<file path="config.mk">
export PLATFORM = sky130hd
export DESIGN_NAME = imu_yaw_frame_decoder_unit_flat
export DESIGN_NICKNAME = d
export VERILOG_FILES = /design/src/rtl/iyfd_pkg.sv /design/src/rtl/iyfd_in_if.sv /design/src/rtl/iyfd_out_if.sv /design/src/rtl/iyfd_front.sv /design/src/rtl/iyfd_queue.sv /design/src/rtl/iyfd_back.sv /design/src/rtl/imu_yaw_frame_decoder_unit.sv /design/src/flat_wrapper.sv
export SDC_FILE = /design/constraint.sdc
export NUM_CORES = 1
export LEC_CHECK = 0
export BUFFER_PORTS_ARGS = -buffer_cell sky130_fd_sc_hd__buf_2
export CAP_MARGIN = 20
export CORE_ASPECT_RATIO = 1.25
export CORE_MARGIN = 1.5
export CORE_UTILIZATION = 50
export DETAILED_ROUTE_END_ITERATION = 10
export HOLD_SLACK_MARGIN = 0.05
export PLACE_DENSITY = 0.66
export SLEW_MARGIN = 40
export SYNTH_ARGS = -nofsm -noshare
export SYNTH_HDL_FRONTEND = slang
export SYNTH_SLANG_ARGS = --single-unit
</file>
<file path="constraint.sdc">
create_clock -name clk -period 13.65 [get_ports clk]
set_clock_uncertainty 0.1 [all_clocks]
set_input_delay 2.0475 -clock clk [delete_from_list [all_inputs] [get_ports clk]]
set_output_delay 2.0475 -clock clk [all_outputs]
set_load 0.02 [all_outputs]
</file>
<file path="src/rtl/iyfd_pkg.sv">
`timescale 1ns / 1ps
`default_nettype none

package iyfd_pkg;

	// Operation codes carried by the mode field of an input word.
	typedef enum logic [1:0] {
		MODE_BYTE   = 2'd0,
		MODE_ZERO   = 2'd1,
		MODE_TARGET = 2'd2,
		MODE_NONE   = 2'd3
	} mode_t;

	// Frame layout.
	localparam int SUM_FIRST  = 2;
	localparam int SUM_END    = 15;
	localparam int YAW_LO_POS = 3;
	localparam int YAW_HI_POS = 4;

	// Angles in centidegrees.
	localparam int YAW_BIAS  = 18000;
	localparam int HALF_TURN = 18000;
	localparam int FULL_TURN = 36000;

	// floor(2^32 / 36000): the quotient estimate is exact or one low.
	localparam logic [16:0] TURN_RECIP = 17'd119304;
	localparam int RECIP_SHIFT = 32;

	// One decoded word, passed from the front end to the back end.
	typedef struct packed {
		mode_t              mode;
		logic               frame_done;
		logic               checksum_ok;
		logic signed [16:0] yaw_new;
		logic signed [23:0] add;
	} qent_t;

endpackage

`default_nettype wire

</file>
<file path="src/rtl/iyfd_in_if.sv">
`timescale 1ns / 1ps
`default_nettype none

interface iyfd_in_if;
	logic               valid;
	logic               ready;
	logic [1:0]         mode;
	logic [7:0]         rx_byte;
	logic               frame_start;
	logic signed [23:0] degrees_to_add;

	modport source (output valid, mode, rx_byte, frame_start, degrees_to_add, input ready);
	modport sink (input valid, mode, rx_byte, frame_start, degrees_to_add, output ready);
endinterface

`default_nettype wire

</file>
<file path="src/rtl/iyfd_out_if.sv">
`timescale 1ns / 1ps
`default_nettype none

interface iyfd_out_if;
	logic               valid;
	logic               ready;
	logic signed [16:0] heading;
	logic signed [17:0] target_heading;
	logic               frame_done;
	logic               checksum_ok;

	modport source (output valid, heading, target_heading, frame_done, checksum_ok,
		input ready);
	modport sink (input valid, heading, target_heading, frame_done, checksum_ok,
		output ready);
endinterface

`default_nettype wire

</file>
<file path="src/rtl/iyfd_front.sv">
`timescale 1ns / 1ps
`default_nettype none

module iyfd_front import iyfd_pkg::*; #(
	parameter int FRAME_LEN = 19
) (
	input  wire logic clk,
	input  wire logic arst_n,
	iyfd_in_if.sink   items,
	input  wire logic full,
	output logic      push,
	output qent_t     entry
);

	localparam int CntW = $clog2(FRAME_LEN);

	logic [CntW-1:0] count_q;
	logic [7:0]      sum_q;
	logic [7:0]      lo_q;
	logic [7:0]      hi_q;

	logic [CntW-1:0] pos;
	logic [7:0]      sum_base;
	logic [7:0]      sum_n;
	logic            last;
	logic            is_byte;

	// Accept a word whenever the queue has room.
	assign items.ready = !full;
	assign push = items.valid && !full;

	// Byte position, running checksum and end of frame for this word.
	always_comb begin
		is_byte  = (mode_t'(items.mode) == MODE_BYTE);
		pos      = items.frame_start ? '0 : count_q;
		sum_base = (pos == '0) ? 8'd0 : sum_q;
		if (pos >= CntW'(SUM_FIRST) && pos < CntW'(SUM_END)) begin
			sum_n = sum_base + items.rx_byte;
		end else begin
			sum_n = sum_base;
		end
		last = (pos >= CntW'(FRAME_LEN - 1));
	end

	// Classified word for the back end.
	always_comb begin
		entry.mode        = mode_t'(items.mode);
		entry.frame_done  = is_byte && last;
		entry.checksum_ok = is_byte && last && (sum_n == items.rx_byte);
		entry.yaw_new     = {hi_q[7], hi_q, lo_q} - 17'(YAW_BIAS);
		entry.add         = items.degrees_to_add;
	end

	// Frame parser state moves only on received bytes.
	always_ff @(posedge clk or negedge arst_n) begin
		if (!arst_n) begin
			count_q <= '0;
			sum_q   <= '0;
			lo_q    <= '0;
			hi_q    <= '0;
		end else if (push && is_byte) begin
			sum_q <= sum_n;
			if (pos == CntW'(YAW_LO_POS)) begin
				lo_q <= items.rx_byte;
			end
			if (pos == CntW'(YAW_HI_POS)) begin
				hi_q <= items.rx_byte;
			end
			count_q <= last ? '0 : pos + CntW'(1);
		end
	end

endmodule

`default_nettype wire

</file>
<file path="src/rtl/iyfd_queue.sv">
`timescale 1ns / 1ps
`default_nettype none

module iyfd_queue import iyfd_pkg::*; #(
	parameter int DEPTH = 4
) (
	input  wire logic  clk,
	input  wire logic  arst_n,
	input  wire logic  push,
	input  wire qent_t push_data,
	input  wire logic  pop,
	output logic       full,
	output logic       not_empty,
	output qent_t      pop_data
);

	localparam int PtrW = (DEPTH > 1) ? $clog2(DEPTH) : 1;
	localparam int CntW = $clog2(DEPTH + 1);

	qent_t           mem_q [DEPTH];
	logic [PtrW-1:0] wr_ptr_q;
	logic [PtrW-1:0] rd_ptr_q;
	logic [CntW-1:0] count_q;
	logic            do_push;
	logic            do_pop;

	assign full      = (count_q == CntW'(DEPTH));
	assign not_empty = (count_q != '0);
	assign pop_data  = mem_q[rd_ptr_q];
	assign do_push   = push && !full;
	assign do_pop    = pop && not_empty;

	// Entry storage.
	always_ff @(posedge clk) begin
		if (do_push) begin
			mem_q[wr_ptr_q] <= push_data;
		end
	end

	// Pointers and fill count.
	always_ff @(posedge clk or negedge arst_n) begin
		if (!arst_n) begin
			wr_ptr_q <= '0;
			rd_ptr_q <= '0;
			count_q  <= '0;
		end else begin
			if (do_push) begin
				wr_ptr_q <= (wr_ptr_q == PtrW'(DEPTH - 1)) ? '0 : wr_ptr_q + PtrW'(1);
			end
			if (do_pop) begin
				rd_ptr_q <= (rd_ptr_q == PtrW'(DEPTH - 1)) ? '0 : rd_ptr_q + PtrW'(1);
			end
			case ({do_push, do_pop})
				2'b10:   count_q <= count_q + CntW'(1);
				2'b01:   count_q <= count_q - CntW'(1);
				default: count_q <= count_q;
			endcase
		end
	end

endmodule

`default_nettype wire

</file>
<file path="src/rtl/iyfd_back.sv">
`timescale 1ns / 1ps
`default_nettype none

module iyfd_back import iyfd_pkg::*; (
	input  wire logic  clk,
	input  wire logic  arst_n,
	input  wire logic  q_valid,
	input  wire qent_t q_data,
	output logic       pop,
	iyfd_out_if.source results
);

	// Pipeline valids and payload.
	logic        vld_s1, vld_s2, vld_s3;
	qent_t       ent_s1, ent_s2, ent_s3;
	logic [23:0] mag_s1;
	logic [7:0]  quo_s1;
	logic        neg_s1, neg_s2;
	logic [16:0] rem_s2;
	logic signed [16:0] red_s3;

	// Architectural state.
	logic signed [16:0] yaw_q;
	logic signed [16:0] off_q;
	logic signed [16:0] head_q;

	// Output register.
	logic               out_vld_q;
	logic signed [16:0] out_head_q;
	logic signed [17:0] out_tgt_q;
	logic               out_done_q;
	logic               out_ok_q;

	logic advance;

	// The whole back end moves when the output register can take a word.
	assign advance = !out_vld_q || results.ready;
	assign pop     = advance && q_valid;

	// Stage 1: magnitude of the turn and a quotient estimate by reciprocal.
	logic [24:0] add_ext;
	logic [23:0] mag;
	logic [40:0] recip_prod;

	always_comb begin
		add_ext    = {q_data.add[23], q_data.add};
		mag        = q_data.add[23] ? 24'(-add_ext) : q_data.add[23:0];
		recip_prod = 41'(mag) * 41'(TURN_RECIP);
	end

	// Stage 2: remainder before its single correction.
	logic [23:0] quo_mul;
	logic [23:0] rem_raw;

	always_comb begin
		quo_mul = 24'(quo_s1) * 24'(FULL_TURN);
		rem_raw = mag_s1 - quo_mul;
	end

	// Stage 3: corrected remainder with the sign of the turn.
	logic [16:0] rem_fix;

	always_comb begin
		if (rem_s2 >= 17'(FULL_TURN)) begin
			rem_fix = rem_s2 - 17'(FULL_TURN);
		end else begin
			rem_fix = rem_s2;
		end
	end

	// Final step: apply the operation to the heading state.
	logic signed [16:0] sub_a, sub_b;
	logic signed [17:0] sub_diff;
	logic signed [16:0] sub_sat;
	logic signed [17:0] tgt_sum;
	logic signed [17:0] tgt_wrap;
	logic signed [16:0] head_n;
	logic signed [16:0] yaw_n;
	logic signed [16:0] off_n;
	logic signed [17:0] tgt_n;

	always_comb begin
		if (ent_s3.mode == MODE_BYTE) begin
			sub_a = ent_s3.yaw_new;
			sub_b = off_q;
		end else begin
			sub_a = yaw_q;
			sub_b = head_q;
		end
		sub_diff = {sub_a[16], sub_a} - {sub_b[16], sub_b};
		if (sub_diff > 18'sd65535) begin
			sub_sat = 17'h0FFFF;
		end else if (sub_diff < -18'sd65536) begin
			sub_sat = 17'h10000;
		end else begin
			sub_sat = sub_diff[16:0];
		end

		tgt_sum = {head_q[16], head_q} + {red_s3[16], red_s3};
		if (tgt_sum > 18'(HALF_TURN)) begin
			tgt_wrap = tgt_sum - 18'(FULL_TURN);
		end else if (tgt_sum < -18'(HALF_TURN)) begin
			tgt_wrap = tgt_sum + 18'(FULL_TURN);
		end else begin
			tgt_wrap = tgt_sum;
		end

		head_n = head_q;
		yaw_n  = yaw_q;
		off_n  = off_q;
		tgt_n  = '0;
		// Only a live word is decoded; a bubble leaves everything as it is.
		if (vld_s3) begin
			unique case (ent_s3.mode)
				MODE_BYTE: begin
					if (ent_s3.checksum_ok) begin
						yaw_n  = ent_s3.yaw_new;
						head_n = sub_sat;
					end
				end
				MODE_ZERO: begin
					off_n  = head_q;
					head_n = sub_sat;
				end
				MODE_TARGET: begin
					tgt_n = tgt_wrap;
				end
				MODE_NONE: begin
					head_n = head_q;
				end
			endcase
		end
	end

	// Control and state registers.
	always_ff @(posedge clk or negedge arst_n) begin
		if (!arst_n) begin
			vld_s1    <= 1'b0;
			vld_s2    <= 1'b0;
			vld_s3    <= 1'b0;
			out_vld_q <= 1'b0;
			yaw_q     <= '0;
			off_q     <= '0;
			head_q    <= '0;
		end else if (advance) begin
			vld_s1    <= q_valid;
			vld_s2    <= vld_s1;
			vld_s3    <= vld_s2;
			out_vld_q <= vld_s3;
			if (vld_s3) begin
				yaw_q  <= yaw_n;
				off_q  <= off_n;
				head_q <= head_n;
			end
		end
	end

	// Payload registers.
	always_ff @(posedge clk) begin
		if (advance) begin
			ent_s1     <= q_data;
			mag_s1     <= mag;
			quo_s1     <= recip_prod[RECIP_SHIFT+7:RECIP_SHIFT];
			neg_s1     <= q_data.add[23];
			ent_s2     <= ent_s1;
			rem_s2     <= rem_raw[16:0];
			neg_s2     <= neg_s1;
			ent_s3     <= ent_s2;
			red_s3     <= neg_s2 ? -$signed(rem_fix) : $signed(rem_fix);
			out_head_q <= head_n;
			out_tgt_q  <= tgt_n;
			out_done_q <= ent_s3.frame_done;
			out_ok_q   <= ent_s3.checksum_ok;
		end
	end

	assign results.valid          = out_vld_q;
	assign results.heading        = out_head_q;
	assign results.target_heading = out_tgt_q;
	assign results.frame_done     = out_done_q;
	assign results.checksum_ok    = out_ok_q;

endmodule

`default_nettype wire

</file>
<file path="src/rtl/imu_yaw_frame_decoder_unit.sv">
// Channel   Role    Word contents
// items     sink    mode, rx_byte, frame_start, degrees_to_add
// results   source  heading, target_heading, frame_done, checksum_ok
//
// One word is accepted per cycle while the queue has room, and one result leaves per cycle while the output is taken.
// Each result passes through the queue, the three-stage modulo-36000 reduction
// of the turn and the output register.
// A four-entry queue lets the input keep going while the output is stalled.
// Reset clears the frame count, checksum, yaw, offset and all valid flags.
`timescale 1ns / 1ps
`default_nettype none

module imu_yaw_frame_decoder_unit import iyfd_pkg::*; #(
	parameter int FRAME_LEN   = 19,
	parameter int QUEUE_DEPTH = 4
) (
	input  wire logic  clk,
	input  wire logic  arst_n,
	iyfd_in_if.sink    items,
	iyfd_out_if.source results
);

	logic  push;
	logic  full;
	logic  not_empty;
	logic  pop;
	qent_t push_data;
	qent_t pop_data;

	// Front end: frame parsing and classification.
	iyfd_front #(
		.FRAME_LEN(FRAME_LEN)
	) u_front (
		.clk   (clk),
		.arst_n(arst_n),
		.items (items),
		.full  (full),
		.push  (push),
		.entry (push_data)
	);

	// Decoupling queue.
	iyfd_queue #(
		.DEPTH(QUEUE_DEPTH)
	) u_queue (
		.clk      (clk),
		.arst_n   (arst_n),
		.push     (push),
		.push_data(push_data),
		.pop      (pop),
		.full     (full),
		.not_empty(not_empty),
		.pop_data (pop_data)
	);

	// Back end: turn reduction and heading state.
	iyfd_back u_back (
		.clk    (clk),
		.arst_n (arst_n),
		.q_valid(not_empty),
		.q_data (pop_data),
		.pop    (pop),
		.results(results)
	);

endmodule

`default_nettype wire

</file>
<file path="src/flat_wrapper.sv">
// flat-port wrapper written by rule: the top's interface ports become plain ports
module imu_yaw_frame_decoder_unit_flat import iyfd_pkg::*;
#(
	parameter int FRAME_LEN   = 19,
	parameter int QUEUE_DEPTH = 4
)
  (clk, arst_n, items_valid, items_mode, items_rx_byte, items_frame_start, items_degrees_to_add, items_ready, results_valid, results_heading, results_target_heading, results_frame_done, results_checksum_ok, results_ready);
  iyfd_in_if items_i ();
  iyfd_out_if results_i ();
  input  wire logic clk;
  input  wire logic arst_n;
  input wire logic [$bits(items_i.valid)-1:0] items_valid;
  input wire logic [$bits(items_i.mode)-1:0] items_mode;
  input wire logic [$bits(items_i.rx_byte)-1:0] items_rx_byte;
  input wire logic [$bits(items_i.frame_start)-1:0] items_frame_start;
  input wire logic [$bits(items_i.degrees_to_add)-1:0] items_degrees_to_add;
  output wire logic [$bits(items_i.ready)-1:0] items_ready;
  output wire logic [$bits(results_i.valid)-1:0] results_valid;
  output wire logic [$bits(results_i.heading)-1:0] results_heading;
  output wire logic [$bits(results_i.target_heading)-1:0] results_target_heading;
  output wire logic [$bits(results_i.frame_done)-1:0] results_frame_done;
  output wire logic [$bits(results_i.checksum_ok)-1:0] results_checksum_ok;
  input wire logic [$bits(results_i.ready)-1:0] results_ready;
  assign items_i.valid = items_valid;
  assign items_i.mode = items_mode;
  assign items_i.rx_byte = items_rx_byte;
  assign items_i.frame_start = items_frame_start;
  assign items_i.degrees_to_add = items_degrees_to_add;
  assign items_ready = items_i.ready;
  assign results_valid = results_i.valid;
  assign results_heading = results_i.heading;
  assign results_target_heading = results_i.target_heading;
  assign results_frame_done = results_i.frame_done;
  assign results_checksum_ok = results_i.checksum_ok;
  assign results_i.ready = results_ready;
  imu_yaw_frame_decoder_unit #(.FRAME_LEN(FRAME_LEN), .QUEUE_DEPTH(QUEUE_DEPTH)) u_core (.clk(clk), .arst_n(arst_n), .items(items_i), .results(results_i));
endmodule
</file>
**Word level (Yosys, flattened, before mapping)**

Memories as Yosys holds them, arrays and structs flattened.
Index checks and enable logic that the tools add are counted.

- Flip-flop bits (word level): 252
- Memory bits (writable): 180
- Bits of input ports: 39
- Output and inout bits: 39
- Word-level logic and storage cells: 115
- Memories kept: 1

Memories:

| name | words | bits a word | rd ports | clocked after memory_dff | write ports | RTL line | source |
|---|---|---|---|---|---|---|---|
| u_core.u_queue.mem_q | 4 | 45 | 1 | 0 | 1 | iyfd_queue.sv:20 | `qent_t mem_q [DEPTH];` |

- Add/sub/neg operators: 15
- Multiply operators: 2
- Order comparisons: 8
- Eq/ne operators: 10
- Mux-type cells: 21
- Reduce and logical (&&, ||, !) cells: 22

Operators by type and width:

| operator | number |
|---|---|
| $mux 17 | 8 |
| $mul 24x14->37 const B | 1 |
| $mux 18 | 2 |
| $pmux 17 s2 | 1 |
| $mux 24 | 1 |
| $neg 24->24 | 1 |
| $add 17x17->18 | 1 |
| $add 18x17->18 const B | 1 |
| $gt 18x16->1 const B | 1 |
| $gt 18x17->1 const B | 1 |
| $lt 18x16->1 const B | 1 |
| $lt 18x17->1 const B | 1 |
| $sub 17x17->18 | 1 |
| $sub 18x17->18 const B | 1 |
| $ge 17x16->1 const B | 1 |
| $neg 17->17 | 1 |
| $sub 16x16->17 const B | 1 |
| $sub 17x16->17 const B | 1 |
| $sub 17x17->17 | 1 |
| $mux 8 | 2 |
| $mul 8x11->12 const B | 1 |
| $mux 5 | 2 |
| $add 8x8->8 | 1 |
| $eq 2x2->1 const B | 4 |
| other kinds (25) | 41 |

**Depth between registers and ports, before layout**

Gate-level depths: netlist of run 1.

- Depth in word-level cells: 9
- Depth in mapped cells: 30
- Mapped depth without buffers: 29

**By module**

Synthesis of run 1 repeated with hierarchy kept, for this count alone.

- Cell total of the unflattened synthesis: 2105
- Area, all modules: 26160.1 µm²

Modules (own cells, without submodules):

| module | instances | cells each | area an instance (µm²) | seq. area each (µm²) |
|---|---|---|---|---|
| iyfd_back | 1 | 1530 | 16613.4 | 6211.0 |
| iyfd_queue | 1 | 275 | 6946.7 | 5580.4 |
| iyfd_front | 1 | 300 | 2600.0 | 725.7 |

**Worst setup path after synthesis of run 1**

OpenSTA, ideal clock, no wires.

- Path kind: input port to flip-flop
- Start point: input results_ready
- End point: register u_core.u_back.yaw_q[10]
- Library setup time: 125 ps
- Arrival: 8517 ps
- Data required time: 13425 ps
- Slack: 4908 ps
- Stages on the path: 5
- Path buffers: 2
- Path through: nand2b_1 clkbuf_1 nand4_1 clkbuf_1 mux2_2

- Longest elaborated chain between the ends: 2

Ends and longest elaborated chain:

| element | RTL line | source |
|---|---|---|
| start, declared | flat_wrapper.sv:23 | `input wire logic [$bits(results_i.ready)-1:0] results_ready;` |
| $logic_or 1x1->1 | iyfd_back.sv:37 | `assign advance = !out_vld_q \|\| results.ready;` |
| $reduce_and 4->1 (no source line) | -- |  |
| end signal, assigned | iyfd_back.sv:151 | `yaw_q <= yaw_n;` |
| end, declared | iyfd_back.sv:23 | `logic signed [16:0] yaw_q;` |

No other way between the ends.
A chain may end at the register's enable or synchronous reset.

**Final worst setup path of run 1**

- Start point: register u_core.u_queue.rd_ptr_q[0]
- End point: register u_core.u_back.quo_s1[2] (data pin)

- Longest elaborated chain between the ends: 4

Ends and longest elaborated chain:

| element | RTL line | source |
|---|---|---|
| start, declared | iyfd_queue.sv:22 | `logic [PtrW-1:0] rd_ptr_q;` |
| start signal, assigned | iyfd_queue.sv:51 | `rd_ptr_q <= (rd_ptr_q == PtrW'(DEPTH - 1)) ? '0 : rd_ptr_q + PtrW'(1);` |
| $mem_v2 4x45 (*) | -- |  |
| $neg 24->24 | iyfd_back.sv:47 | `mag = q_data.add[23] ? 24'(-add_ext) : q_data.add[23:0];` |
| $mux 24 (*) | iyfd_back.sv:47 |  |
| named net u_core.u_back.mag[10] | iyfd_back.sv:42 | `logic [23:0] mag;` |
| $mul 24x14->37 (*) | iyfd_back.sv:48 | `recip_prod = 41'(mag) * 41'(TURN_RECIP);` |
| named net u_core.u_back.recip_prod[34] | iyfd_back.sv:43 | `logic [40:0] recip_prod;` |
| end signal, assigned | iyfd_back.sv:163 | `quo_s1 <= recip_prod[RECIP_SHIFT+7:RECIP_SHIFT];` |
| end, declared | iyfd_back.sv:17 | `logic [7:0] quo_s1;` |

The timed path passes the listed nets; every way through them passes the cells marked *.

==> results.toml, run 1 <==
[setup_path]
worstSetupStartpointType = "flop"
worstPathArrival_ns = 8.86
slowest_delay_ns = 0.75
path_max_fanout = 26
worstSetupPathType = "reg2reg"
crit_required_ns = 13.87
crit_slowest_cell = "dfrtp_4"
r2r_end = "u_core.u_back.quo_s1[2]$_DFFE_PN_"
r2r_setup_slack_ns = 5.01
r2r-start = "u_core.u_queue.rd_ptr_q[0]$_DFFE_PN0P_"
reg2reg_depth = 30
endpoint_kind = "flop"
crit_path_frequent_cell = "inv_1"

[sta]
tns_ns = 0
period_share_pct = 63.3
drv_slew = 0
max_freq_mhz = 116
finalSetupViolations = 0
hold_viol_final = 0
worst_slew_pin_slew_ns = 0.789
rsz0062_at_grt = "no"
relSlewSlack_pct = 47.0
fin_crit_ns = 8.64

[floorplan]
io_pins = 78
core_area_um2 = 49600
initial_core_util_pct = 50.8
die_y_um = 254
fp.dieW_um = 204
rows = 91
dieArea_um2 = 51800

[route]
dr.pass1.iters = 5
vias_per_cell = 5.49
antenna_left = 0
drtIter0Drc = 655
routed_wl_mm = 48.0
vias = 15203
remaining_drc_errors = 0
post_drt_wl_per_cell_um = 17.3

[cts]
htreeDepth = 2
clock_latency_ns = 0.59
cts_tree = "yes"
clk_root_buffer_cell = "clkbuf_16"
cts_resized = 0
ctsHoldBuffers = 0
cts.sinks = 432
cts_inserted_buffers = 44
post_cts_buffers = 0
cts.clk_slew.worst_paths_ns = 0.07
clock_path_buffers = 3

[layout]
drive_gt1_share_pct = 16.2
nNetsFinal = 2415
antenna_cells = 0
fin_cells = 2770
syn_to_final_growth_pct = 10.7

[grt]
overflow = 0
antenna_found_initial = 0
grt_pass1_vias = 15690
grt_start_max_net_pins = 68
grt_pass1_wl_mm = 78.0
track_usage_pct = 19.0

[synthesis]
netlist_area_um2 = 25200
yosysUniqueCellTypes = 87
ys_seq_area_share_pct = 49.6
syn_nets = 2313
synth_edf_count = 341
postSynthCellCount = 1982
ys_seq_elements = 432
syn-mean-instance-area_um2 = 12.7
synth_async_sr_flop_share_pct = 21.1
synthFlopType = "edfxtp_1"
ys_warn_count = 0

[place]
dp.cells = 2689
gp_congestion = 0.893
portBuffers = 77
dp_hpwl_mm = 35.4

[hold_path]
min-delay-start = "u_core.u_back.mag_s1[0]$_DFFE_PN_"
whs_endpoint = "u_core.u_back.rem_s2[0]$_DFFE_PN_"
hold_depth = 0
hold_path.class = "reg2reg"

[job]
maxCapViolations = 0

[outcome]
status = "complete, no violations"
[layout by cell type (no fill, tap or decap), types with 14 or more instances in the layout]
| cell type | instances |
|---|---|
| a21o_1 | 34 |
| a21oi_1 | 81 |
| buf_2 | 76 |
| clkbuf_16 | 44 |
| dfrtp_1 | 89 |
| edfxtp_1 | 341 |
| fa_1 | 78 |
| ha_1 | 214 |
| inv_1 | 214 |
| mux2_2 | 84 |
| mux2i_1 | 27 |
| mux4_2 | 44 |
| nand2_1 | 108 |
| nand2b_1 | 22 |
| nand3_1 | 14 |
| nor2_1 | 108 |
| nor2b_1 | 15 |
| nor3_1 | 31 |
| o21a_1 | 15 |
| o21ai_0 | 74 |
| xnor2_1 | 89 |
| xor2_1 | 46 |
[per-stage QoR]
stage / hold slack, ns / util (%) / cell area, µm² / setup slack (ns)
floorplan: 0.300 / - / 25200 / 4.91
global route: 0.321 / 56.3 / 27900 / 4.36
detailed placement: 0.305 / 53.3 / 26400 / 4.77
CTS: 0.297 / 56.3 / 27900 / 4.70
finish: 0.297 / 56.3 / 27900 / 5.01
global placement: 0.302 / 53.2 / 26400 / 4.86
[registers in the layout, summed over array words and instances (netlist names), 17 cells and up]
| register | cells |
|---|---|
| u_core.u_queue.mem_q | 180 |
| u_core.u_back.ent_s1 | 21 |
| u_core.u_back.ent_s2 | 21 |
| u_core.u_back.ent_s3 | 21 |
| u_core.u_back.results.target_heading | 18 |
| u_core.u_back.head_q | 17 |
| u_core.u_back.mag_s1 | 17 |
| u_core.u_back.off_q | 17 |
| u_core.u_back.red_s3 | 17 |
| u_core.u_back.rem_s2 | 17 |
| u_core.u_back.results.heading | 17 |
| u_core.u_back.yaw_q | 17 |
[layer usage]
metal | routed length, µm | vias to the layer above | GRT usage, %
li1 | - | 7378 | -
met1 | 20000 | 7499 | 22.6
met2 | 25000 | 254 | 34.9
met3 | 1520 | 72 | 2.43
met4 | 1460 | 0 | 7.10
met5 | 0 | - | 0
[critical path, delay by kind of cell (launching register included)]
family / cells / cell delay [ns]
DFF: 1 / 0.75
buffers and inverters: 6 / 0.95
muxes: 1 / 0.63
adders and majority gates: 7 / 2.92
AOI/OAI and AO/OA: 7 / 0.98
and+or+nand+nor: 7 / 1.32
xor gates and xnor gates: 2 / 0.70
[cell usage after synthesis, drive strengths merged, types with 12 or more instances]
cell type,count,area (µm²)
and2,12,75.1
edfxtp,341,10200
nand2,109,409
o31ai,14,119
nor3,35,196
mux4,44,991
a21oi,83,423
dfrtp,91,2280
mux2i,28,293
or3,12,75.1
nand2b,23,144
clkbuf,26,97.6
o21a,16,121
xor2,50,468
inv,216,811
ha,214,2680
fa,78,1560
o21ai,81,417
mux2,86,968
nor2b,15,93.8
xnor2,90,788
o211ai,12,95.1
nand3,14,70.1
a21o,34,255
nor2,111,419
[worst max-delay path by stage]
stage               slack [ns]                                  end                                    from  cells after the start
floorplan                 4.91  u_core.u_back.yaw_q[10]$_DFFE_PN0P_                           results_ready                      5
detailed placement        4.77    u_core.u_back.quo_s1[2]$_DFFE_PN_  u_core.u_queue.rd_ptr_q[0]$_DFFE_PN0P_                     30
finish                    5.01    u_core.u_back.quo_s1[2]$_DFFE_PN_  u_core.u_queue.rd_ptr_q[0]$_DFFE_PN0P_                     30
global route              4.36    u_core.u_back.quo_s1[2]$_DFFE_PN_  u_core.u_queue.rd_ptr_q[0]$_DFFE_PN0P_                     30
CTS                       4.70    u_core.u_back.quo_s1[2]$_DFFE_PN_  u_core.u_queue.rd_ptr_q[0]$_DFFE_PN0P_                     30
global placement          4.86    u_core.u_back.quo_s1[6]$_DFFE_PN_  u_core.u_queue.rd_ptr_q[0]$_DFFE_PN0P_                     27
[cell type report]
type	count	area (µm²)
Timing Repair Buffer	91	500
Fill cell	4092	21700
Clock inverter	30	340
Multi-Input combinational cell	1298	11800
Tap cell	651	815
Sequential cell	432	12500
Inverter	217	815
Clock buffer	51	1150
[cell families after synthesis]
group                    count (synthesis)  synth area share, %
XOR/XNOR                               140                 4.98
adder cells (fa/ha/maj)                292                 16.8
multiplexers                           158                 8.92
flip-flops                             432                 49.6
buffers and inverters                  252                 3.81
AO/OA/AOI/OAI                          321                 8.47
AND/OR/NAND/NOR                        387                 7.42
Power of run 1 is left out: the tool's default activity adds up to more than one toggle a clock period on the data nets, which glitch-free logic cannot reach.
==> run 2: changes to the inputs <==
clock period = 8.6 ns   (was 13.65 ns; I/O delays follow)
==> run 2 against run 1 <==
Effect of this change:
- sequential share of layout area down 0.28 points
- cell count is 0.36% higher
- via count down 0.28%
- global-route usage shrank 0.10 points
==> results.toml, run 2 (same netlist as run 1, synthesis figures left out) <==
[sta]
tns_ns = 0
rsz0062_at_grt = "no"
worst_slew_pin_slew_ns = 0.781
hold_viol_final = 0
period_share_pct = 91.8
max_freq_mhz = 127
fin_crit_ns = 7.89
relSlewSlack_pct = 48.0
finalSetupViolations = 0
drv_slew = 0

[setup_path]
crit_slowest_cell = "dfrtp_4"
critical_path_buf_inv_count = 2
worstSetupStartpointType = "flop"
crit_family = "adder cells"
crit_required_ns = 8.83
crit_path_frequent_cell = "ha_1"
worstSetupPathType = "reg2reg"
path_max_fanout = 18
slowest_delay_ns = 0.65
worstPathArrival_ns = 8.12
endpoint_kind = "flop"

[route]
vias = 15161
drtIter0Drc = 543
antenna_left = 0
remaining_drc_errors = 0
post_drt_wl_per_cell_um = 17.1
vias_per_cell = 5.45
dr.pass1.iters = 5
routed_wl_mm = 47.6

[cts]
htreeDepth = 2
clock_latency_ns = 0.59
post_cts_buffers = 0
cts.sinks = 432
clock_path_buffers = 3
cts_inserted_buffers = 45
clk_root_buffer_cell = "clkbuf_16"
cts.clk_slew.worst_paths_ns = 0.06
cts_tree = "yes"

[layout]
largest_reg_flops = 180
syn_to_final_growth_pct = 11.4
drive_gt1_share_pct = 16.6
largest-register = "u_core.u_queue.mem_q"
nNetsFinal = 2422
final_common_cell = "edfxtp_1"
final_cell_mix = "edfxtp_1, inv_1, ha_1, nor2_1, nand2_1"

[grt]
grt_start_max_net_pins = 67
grt_pass1_vias = 15551
track_usage_pct = 18.9
antenna_found_initial = 1
overflow = 0
grt_pass1_wl_mm = 77.4

[floorplan]
io_pins = 78
fp.dieW_um = 204
rows = 91
dieArea_um2 = 51800
core_area_um2 = 49600
initial_core_util_pct = 50.8
die_y_um = 254

[place]
gp_congestion = 0.876
dp_hpwl_mm = 34.9
portBuffers = 77

[hold_path]
hold_path.class = "reg2reg"

[outcome]
status = "complete, no violations"

[job]
maxCapViolations = 0
## run 2: worst register-to-register path, delay by kind of cell, from the launching register on
family	cells	cell delay (ns)
adder cells (fa/ha/maj)	7	2.69
AND/OR/NAND/NOR	9	2.13
AO/OA/AOI/OAI	5	0.70
flip-flops	1	0.65
multiplexers	1	0.62
XOR/XNOR	2	0.61
buffers and inverters	2	0.13
## run 2: path summary, 6_finish.rpt
check                                                            start                                      to  slack (ns)  cells after the start
worst max register to register  u_core.u_queue.rd_ptr_q[0]$_DFFE_PN0P_       u_core.u_back.quo_s1[6]$_DFFE_PN_        0.71                     26
max in group asynchronous                                       arst_n  u_core.u_queue.rd_ptr_q[0]$_DFFE_PN0P_        6.88                      3
worst min-delay path                 u_core.u_back.mag_s1[3]$_DFFE_PN_       u_core.u_back.rem_s2[3]$_DFFE_PN_        0.30                      0
worst max-delay path            u_core.u_queue.rd_ptr_q[0]$_DFFE_PN0P_       u_core.u_back.quo_s1[6]$_DFFE_PN_        0.71                     26
min in group asynchronous                                       arst_n      u_core.u_back.off_q[3]$_DFFE_PN0P_        0.53                      1
worst min register to register       u_core.u_back.mag_s1[3]$_DFFE_PN_       u_core.u_back.rem_s2[3]$_DFFE_PN_        0.30                      0
## run 2: layout make-up
| class | count | area, µm² |
|---|---|---|
| diodes | 1 | 2.50 |
| clock buffers | 50 | 1140 |
| clock inverters | 34 | 464 |
| fillers | 4078 | 21500 |
| inverters | 217 | 815 |
| multi-input cells | 1298 | 11800 |
| flip-flops and latches | 432 | 12500 |
| well taps | 651 | 815 |
| repair buffers | 97 | 554 |
## run 2: repair_timing
| item | CTS | global route |
|---|---|---|
| endpoints found under the setup margin | 0 | 2 |
| gates resized for setup | 0 | 1 |
| hold buffers | 0 | 0 |
## run 2: stage by stage
step / cells / hold slack (ns) / cell area [µm²] / worst slack (ns) / utilization (%)
floorplan: 1982 / 0.300 / 25200 / 0.616 / -
global placement: 2693 / 0.303 / 26500 / 0.756 / 53.3
detailed placement: 2695 / 0.305 / 26500 / 0.618 / 53.3
CTS: 2779 / 0.306 / 28100 / 0.577 / 56.6
global route: 2780 / 0.323 / 28100 / 0.0122 / 56.6
finish: 2780 / 0.298 / 28100 / 0.707 / 56.6
## run 2: layer usage
| metal | vias to the layer above | part of all wire [%] | GRT usage, % |
|---|---|---|---|
| met3 | 86 | 3.3 | 2.91 |
| met4 | 0 | 3.3 | 7.14 |
| met5 | - | 0 | 0 |
| li1 | 7396 | - | - |
| met2 | 241 | 51 | 34.4 |
| met1 | 7438 | 42 | 22.5 |
Power of run 2 is left out for the same reason.
==> run 3: changes to the inputs <==
BUFFER_PORTS_ARGS = -buffer_cell sky130_fd_sc_hd__buf_4   (was -buffer_cell sky130_fd_sc_hd__buf_2)
SYNTH_HIERARCHICAL = 1   (was not set)
==> run 3 against run 2 <==
Effect of this change:
- first-iteration DRC count grew 22%
- critical path type unchanged
- via count grew 5.1%
- fmax shrank 1.4%
- cell count grew 2.6%
- non-clock buffer count shrank 4
- wire length grew 5.5%
- synthesized cell count grew 6.2%
==> results.toml, run 3 <==
[grt]
track_usage_pct = 19.2
overflow = 0
grt_pass1_wl_mm = 82.9
grt_pass1_vias = 16478
grt_start_max_net_pins = 147
antenna_found_initial = 0

[floorplan]
rows = 93
io_pins = 78
core_area_um2 = 51700
initial_core_util_pct = 50.6
die_y_um = 259
dieArea_um2 = 53700
fp.dieW_um = 208

[sta]
relSlewSlack_pct = 42.9
period_share_pct = 93.1
max_freq_mhz = 125
fin_crit_ns = 8.01
tns_ns = 0
hold_viol_final = 0
finalSetupViolations = 0
rsz0062_at_grt = "no"
drv_slew = 0
worst_slew_pin_slew_ns = 0.854

[setup_path]
crit_path_frequent_cell = "inv_1"
crit_family = "adder cells"
crit_slowest_cell = "mux4_2"
r2r-start = "u_core/u_queue/rd_ptr_q[0]$_DFFE_PN0P_"
worstSetupStartpointType = "flop"
critical_path_buf_inv_count = 5
r2r_end = "u_core/u_back/quo_s1[7]$_DFFE_PN_"
crit_required_ns = 8.83
endpoint_kind = "flop"
slowest_delay_ns = 0.66
reg2reg_depth = 27
worstSetupPathType = "reg2reg"
r2r_setup_slack_ns = 0.59
worstPathArrival_ns = 8.24
path_max_fanout = 10

[synthesis]
ys_seq_elements = 432
yosysUniqueCellTypes = 110
syn_nets = 2432
synth.area.top_cells = "edfxtp_1, ha_1, dfrtp_1"
synth_top_area_share_pct = 39.1
synth.most_common_cell = "edfxtp_1"
synth_edf_count = 341
syn-mean-instance-area_um2 = 12.4
synthFlopType = "edfxtp_1"
ys_seq_area_share_pct = 47.8
yosysTopAreaCell = "edfxtp_1"
synth_top_cells_by_count = "edfxtp_1, inv_1, ha_1"
ys_warn_count = 6
netlist_area_um2 = 26200
synth_async_sr_flop_share_pct = 21.1
postSynthCellCount = 2105

[hold_path]
hold_depth = 0
hold_path.class = "reg2reg"
whs_endpoint = "u_core/u_back/ent_s3[43]$_DFFE_PN_"
min-delay-start = "u_core/u_back/ent_s2[43]$_DFFE_PN_"

[cts]
post_cts_buffers = 0
ctsHoldBuffers = 0
clock_latency_ns = 0.58
cts_tree = "yes"
cts_resized = 0
cts_inserted_buffers = 44
cts.clk_slew.worst_paths_ns = 0.07
clk_root_buffer_cell = "clkbuf_16"
cts.sinks = 432
htreeDepth = 2
clock_path_buffers = 3

[route]
remaining_drc_errors = 0
vias = 15937
vias_per_cell = 5.59
routed_wl_mm = 50.2
antenna_left = 0
dr.pass1.iters = 5
drtIter0Drc = 665
post_drt_wl_per_cell_um = 17.6

[layout]
nNetsFinal = 2478
nFillCells = 4300
drive_gt1_share_pct = 16.3
final_common_cell = "edfxtp_1"
syn_to_final_growth_pct = 10.1
final_cell_mix = "edfxtp_1, inv_1, ha_1, nand2_1, nor2_1"
largest_reg_flops = 180
register_area_um2 = 12500
multi_input_area_um2 = 12300
largest-register = "u_core/u_queue/mem_q"
antenna_cells = 0

[outcome]
status = "complete, no violations"

[place]
portBuffers = 77
dp_hpwl_mm = 36.9
gp_congestion = 0.870

[job]
maxCapViolations = 0
-- run 3: changes by cell type after synthesis, sizes merged, moves of 13 or more --
cell | previous run | this run
a21oi | 83 | 65
buf | 9 | 51
clkbuf | 26 | 42
mux2 | 86 | 73
nand2 | 109 | 136
nor2 | 111 | 91
-- run 3: kinds of logic (layout without fill, tap and decap cells) --
family | after synthesis | after routing | share of synthesized area [%]
mux | 148 | 148 | 8.18
flops | 432 | 432 | 47.8
simple gates | 416 | 416 | 8.01
xor+xnor | 127 | 127 | 4.28
buf+inv | 317 | 399 | 5.38
fa+ha+maj | 297 | 297 | 16.4
compound gates | 368 | 368 | 9.89
-- run 3: layout make-up --
cell class | count | area share (%)
sequential | 432 | 43.5
tap | 665 | 2.89
clock inverter | 27 | 1.36
multi-input combinational | 1356 | 42.7
inverter | 224 | 2.92
timing repair buffer | 93 | 2.48
clock buffer | 55 | 4.18
-- run 3: how the worst max path moves through the flow --
stage                                           start                                     to  cells after the start  slack (ns)
2_1_floorplan                           results_ready  u_core/u_queue/count_q[2]$_DFFE_PN0P_                     11        0.93
3_3_place_gp   u_core/u_queue/rd_ptr_q[0]$_DFFE_PN0P_      u_core/u_back/quo_s1[7]$_DFFE_PN_                     27        0.40
3_5_place_dp   u_core/u_queue/rd_ptr_q[0]$_DFFE_PN0P_      u_core/u_back/quo_s1[7]$_DFFE_PN_                     27        0.22
4_1_cts        u_core/u_queue/rd_ptr_q[0]$_DFFE_PN0P_      u_core/u_back/quo_s1[7]$_DFFE_PN_                     27        0.20
5_1_grt        u_core/u_queue/rd_ptr_q[0]$_DFFE_PN0P_      u_core/u_back/quo_s1[5]$_DFFE_PN_                     26        0.08
6_report       u_core/u_queue/rd_ptr_q[0]$_DFFE_PN0P_      u_core/u_back/quo_s1[7]$_DFFE_PN_                     27        0.59
-- run 3: metal layers --
layer  up-vias  wire [µm]  track usage, %
met3        82       1620            2.42
met1      7848      21200            23.1
met4         0       1570            7.46
met2       291      25800            34.9
met5         -          0               0
li1       7716          -               -
-- run 3: stage by stage --
stage / utilization, % / instances / hold slack [ns] / setup slack [ns] / cell area (µm²)
after floorplan: - / 2105 / 0.300 / 0.933 / 26200
after CTS: 55.7 / 2852 / 0.319 / 0.199 / 28800
after global routing: 55.8 / 2852 / 0.329 / 0.0761 / 28800
after detailed placement: 52.6 / 2770 / 0.305 / 0.222 / 27200
after global placement: 52.6 / 2769 / 0.300 / 0.395 / 27200
final: 55.8 / 2852 / 0.318 / 0.592 / 28800
Power of run 3 is left out for the same reason.
